`src/sv/mse_pkg.sv`:
```
// ----------------------------------------------------------------------------
// mse_pkg
// Shared defaults for the merge sort engine and its buffer RAM.
// ----------------------------------------------------------------------------
package mse_pkg;

  localparam int CAPACITY_DEF   = 64;
  localparam int DATA_WIDTH_DEF = 32;

endpackage

```
`src/sv/mse_ram.sv`:
```
// ----------------------------------------------------------------------------
// mse_ram
// Generic RAM: one write port, two read ports, registered read data.
// ----------------------------------------------------------------------------
module mse_ram #(
  parameter int WIDTH = mse_pkg::DATA_WIDTH_DEF,
  parameter int DEPTH = mse_pkg::CAPACITY_DEF,
  localparam int AW   = (DEPTH > 1) ? $clog2(DEPTH) : 1
) (
  input  logic             clk,
  input  logic             we,
  input  logic [AW-1:0]    waddr,
  input  logic [WIDTH-1:0] wdata,
  input  logic [AW-1:0]    raddr_a,
  input  logic [AW-1:0]    raddr_b,
  output logic [WIDTH-1:0] rdata_a,
  output logic [WIDTH-1:0] rdata_b
);

  logic [WIDTH-1:0] mem [DEPTH];

  always_ff @(posedge clk) begin
    if (we) begin
      mem[waddr] <= wdata;
    end
    rdata_a <= mem[raddr_a];
    rdata_b <= mem[raddr_b];
  end

endmodule

```
`config.mk`:
```
export PLATFORM = sky130hd
export DESIGN_NAME = mse_ram
export DESIGN_NICKNAME = d
export VERILOG_FILES = /design/src/sv/mse_pkg.sv /design/src/sv/mse_ram.sv
export SDC_FILE = /design/constraint.sdc
export NUM_CORES = 2
export LEC_CHECK = 0
export BUFFER_PORTS_ARGS = -buffer_cell sky130_fd_sc_hd__buf_2
export CAP_MARGIN = 25
export CORE_MARGIN = 2
export CORE_UTILIZATION = 45
export DETAILED_ROUTE_END_ITERATION = 10
export SLEW_MARGIN = 5
export SYNTH_ARGS = -nofsm -noshare
export SYNTH_HDL_FRONTEND = slang
export SYNTH_SLANG_ARGS = --single-unit
```
`constraint.sdc`:
```
create_clock -name clk -period 4.45 [get_ports clk]
set_clock_uncertainty 0.1 [all_clocks]
set_input_delay 0.89 -clock clk [delete_from_list [all_inputs] [get_ports clk]]
set_output_delay 0.89 -clock clk [all_outputs]
set_load 0.02 [all_outputs]
```
=== After elaboration in Yosys (flattened, before gate mapping) ===
Memory sizes are Yosys's and may differ from the RTL's. A register that Yosys moved wholly into a read port is not among the register bits.
Index checks and enable logic that the tools add are counted.
W data, S select, Z words.

* Multiplexer cells: 2

{| class="wikitable"
|+ Operator list
! cell !! count
|-
| $mux W1 || 2
|}

* Bits in registers: 0
* Bits in writable memories: 2048
* Bits of input ports: 52
* Logic and storage cells: 3
* Memories: 1

{| class="wikitable"
|+ Memory list
! memory !! depth !! width !! read ports !! clocked after memory_dff !! write ports !! line !! RTL
|-
| mem || 64 || 32 || 2 || 2 || 1 || mse_ram.sv:20 || <nowiki>logic [WIDTH-1:0] mem [DEPTH];</nowiki>
|}

=== Depth between registers and ports, before layout ===
* Word-level depth: 2
* Gate-level depth with buffers: 10
* Gate-level depth less buffers: 5

=== Least setup slack after synthesis ===
OpenSTA, ideal clock, no wires.

* Path kind: input to register
* From: input waddr[3]
* To: memory mem[48][0] in the netlist's numbering (enable)
* Setup time: 0.461 ns
* Arrival time: 3.620 ns
* Required time: 3.889 ns
* Slack: 0.269 ns
* Stages on the path: 4
* Buffers on the path: 1
* Cell sequence: clkbuf_1 -> nor2b_1 -> nand4b_1 -> nor3_1

{| class="wikitable"
|+ RTL lines
! element !! line !! RTL
|-
| start, declared || mse_ram.sv:12 || <nowiki>input logic [AW-1:0] waddr,</nowiki>
|-
| end, declared || mse_ram.sv:20 ||
|}

Straight into the memory's write port.

==> run summary <==
critical path class - in2reg
CTS Root Cell - clkbuf_16
commonest non-fill, non-tap cell in the layout - edfxtp_1
initial antenna violation count - 26
ys flop type - edfxtp_1
largest net degree at the start of global routing - 67
syn avg cell area - 21.7 um^2
setup total negative slack - 0 ps
vias in the first global route - 53.2k
hold_buf cts - 0
#FFs+latches synth - 2112
global-route wire length before repair - 425 mm
Die X-Extent - 465 um
CTS tree - done
VDD IR max - 442 uV
number of synthesized flops with an enable pin - 2048
worst slew pin tran - 1070 ps
drt via density - 6.79
Hold Slack - 292 ps
gpl congestion - 0.839
switching share of power - 23.0%
fin. max-slew vios - 0
Routed WL - 307 mm
Crit. Startpoint - raddr_b[1]
commonest non-fill, non-tap cells in the layout - edfxtp_1, mux4_2, buf_4
worst reg-to-reg setup slack - 1710 ps
CTS Buffer Depth - 3
gr ovfl total - 0
pre-CTS WS - 244 ps
Syn Inst Count - 4412
area post-placement - 102000 um^2
postcts setup bufs - 0
combinational share of power - 8.8%
switching power - 10100 uW
Worst Setup EP - rdata_b[19]
DRC - 0
ys async rst share - 0%
relative slew slack - 28.8%
DRT Pass-1 Iters - 6
crit path DAT - 3900 ps
final instance area - 109000 um^2
Period Utilization, post-route - 75.4%
Hold Crit Class - in2reg
post-route non-filler standard cell count - 7767
drt wl/cell - 39.5 um
vias after detailed routing - 52.8k
Seq/Total Area, Yosys - 65.6%
outcome - finished clean
final number of setup-violating endpoints - 0
Post-DP HPWL - 180 mm
post-route minimum period - 3360 ps
Net Count, Synth - 4464
H-tree depth - 4
Die H - 465 um
synthesized area - 95700 um^2
depth of the most critical reg-to-reg path - 4
Starting DRT DRC Count - 7477
max cap viols - 0
Initial Util - 45.2%
proportion of power drawn by the clock network - 40.8%
leakage power - 0.0346 uW
Placed Instances - 7338
final-report hold violation count - 0
IO Pins - 116
CP max FO - 36
clk_lat worst skew - 880 ps
full die area - 216000 um^2
Worst Path Required - 4990 ps
unrepaired setup endpoints after global routing - no
Final WS setup - 1090 ps
share of layout cells above drive strength 1 - 40.8%
Crit. End Element - register
nets - 4802
clock slew at reported path FFs - 60 ps
Synth Warn # - 0
Sequential Power Share - 50.4%
Pint - 33900 uW
Post-DRT Antenna Nets - 0
CTS Buf Count - 215
Setup crit start kind - primary input
Pwr Density - 401 nW/um^2
reg2reg start - mem[11][19]
buffers added on ports - 115
Netlist cell types - 38
reg2reg end - rdata_b[19]
row count - 169
clock sink count - 2112
core area - 212000 um^2
post-CTS resize count - 0
Total Routing Usage GR - 28.4%
area grow syn2layout - 14.4%
Peak Freq - 0.298 GHz
-- worst min-delay path by stage --
stage	startpoint	endpoint	slack, ps	depth (start not counted)
detailed placement	mem[36][21]	rdata_a[21]	740	4
finish	wdata[29]	mem[58][29]	290	1
CTS	wdata[13]	mem[18][13]	270	1
floorplan	mem[36][0]	rdata_a[0]	680	4
global placement	mem[38][21]	rdata_a[21]	750	4
global route	wdata[29]	mem[58][29]	270	1
-- registers in the layout (all words and copies together) (netlist names) --
signal,count
mem,2048
rdata_a,32
rdata_b,32
-- final cells by class --
cell class              instances  area, um^2
diodes                         16        40.0
fillers                     16300      102000
well taps                    2821        3530
inverters                       1        3.75
flip-flops and latches       2112       62800
clock inverters               121        1120
multi-input cells            1952       31600
clock buffers                 276        5780
repair buffers                468        4550
-- power by group through the flow --
| stage | sequential (uW) | combinational, uW | clock [uW] |
|---|---|---|---|
| after detailed placement | 22600 | 3800 | 0 |
| final | 22200 | 3860 | 17900 |
| after global routing | 22200 | 4040 | 18900 |
| after CTS | 22200 | 3810 | 18200 |
| after floorplan | 22600 | 2110 | 0 |
| after global placement | 22600 | 3780 | 0 |
-- cells by family (layout without fill, tap and decap cells) --
kind of cell,count (synthesis),in the layout,share of synthesized area [%]
AOI/OAI and AO/OA,340,340,2.39
buffers and inverters,348,866,1.83
DFF,2112,2112,65.6
muxes,1364,1364,29.0
other,0,16,0
and+or+nand+nor,248,248,1.13
-- cells in the mapped netlist (6+ instances only) --
| library cell | instances | area [um^2] |
|---|---|---|
| nand2b_1 | 8 | 50.1 |
| a32oi_1 | 9 | 78.8 |
| nand3b_1 | 6 | 45.0 |
| mux2_2 | 36 | 405 |
| buf_1 | 25 | 93.8 |
| o22ai_1 | 56 | 350 |
| dfxtp_1 | 64 | 1280 |
| buf_4 | 55 | 413 |
| o211ai_1 | 27 | 203 |
| mux4_2 | 1124 | 25300 |
| nand3_1 | 9 | 45.0 |
| a22oi_1 | 85 | 638 |
| mux2i_1 | 204 | 2040 |
| nand2_1 | 93 | 349 |
| a211oi_1 | 15 | 113 |
| buf_6 | 11 | 124 |
| o221ai_1 | 16 | 140 |
| nor2b_1 | 19 | 119 |
| o21ai_0 | 18 | 90.1 |
| o32a_1 | 9 | 90.1 |
| clkbuf_1 | 135 | 507 |
| nor2_1 | 94 | 353 |
| buf_2 | 121 | 606 |
| a221oi_1 | 13 | 114 |
| edfxtp_1 | 2048 | 61500 |
| o21ai_1 | 31 | 155 |
| and2_1 | 6 | 37.5 |
| a21oi_1 | 58 | 290 |
-- metrics by stage --
| step | total power (uW) | util (%) |
|---|---|---|
| after floorplan | 24700 | - |
| after global placement | 26400 | 48.2 |
| after detailed placement | 26400 | 48.3 |
| after CTS | 44100 | 51.5 |
| after global routing | 45100 | 51.7 |
| final | 43900 | 51.7 |
-- critical path: stages --
cell and delay (ps):
buf_8 270, buf_12 330, buf_4 380, mux4_2 390
mux4_2 520, o22ai_1 730, a21oi_1 290
-- per-layer routing --
metal	vias to the layer above	share of wire, %	global-route usage, %
li1	20200	-	-
met1	28900	39	39.8
met2	3083	47	43.4
met3	556	11	7.00
met4	20	4.0	10.6
met5	-	0.043	0
(Power assumes the default switching activity.)
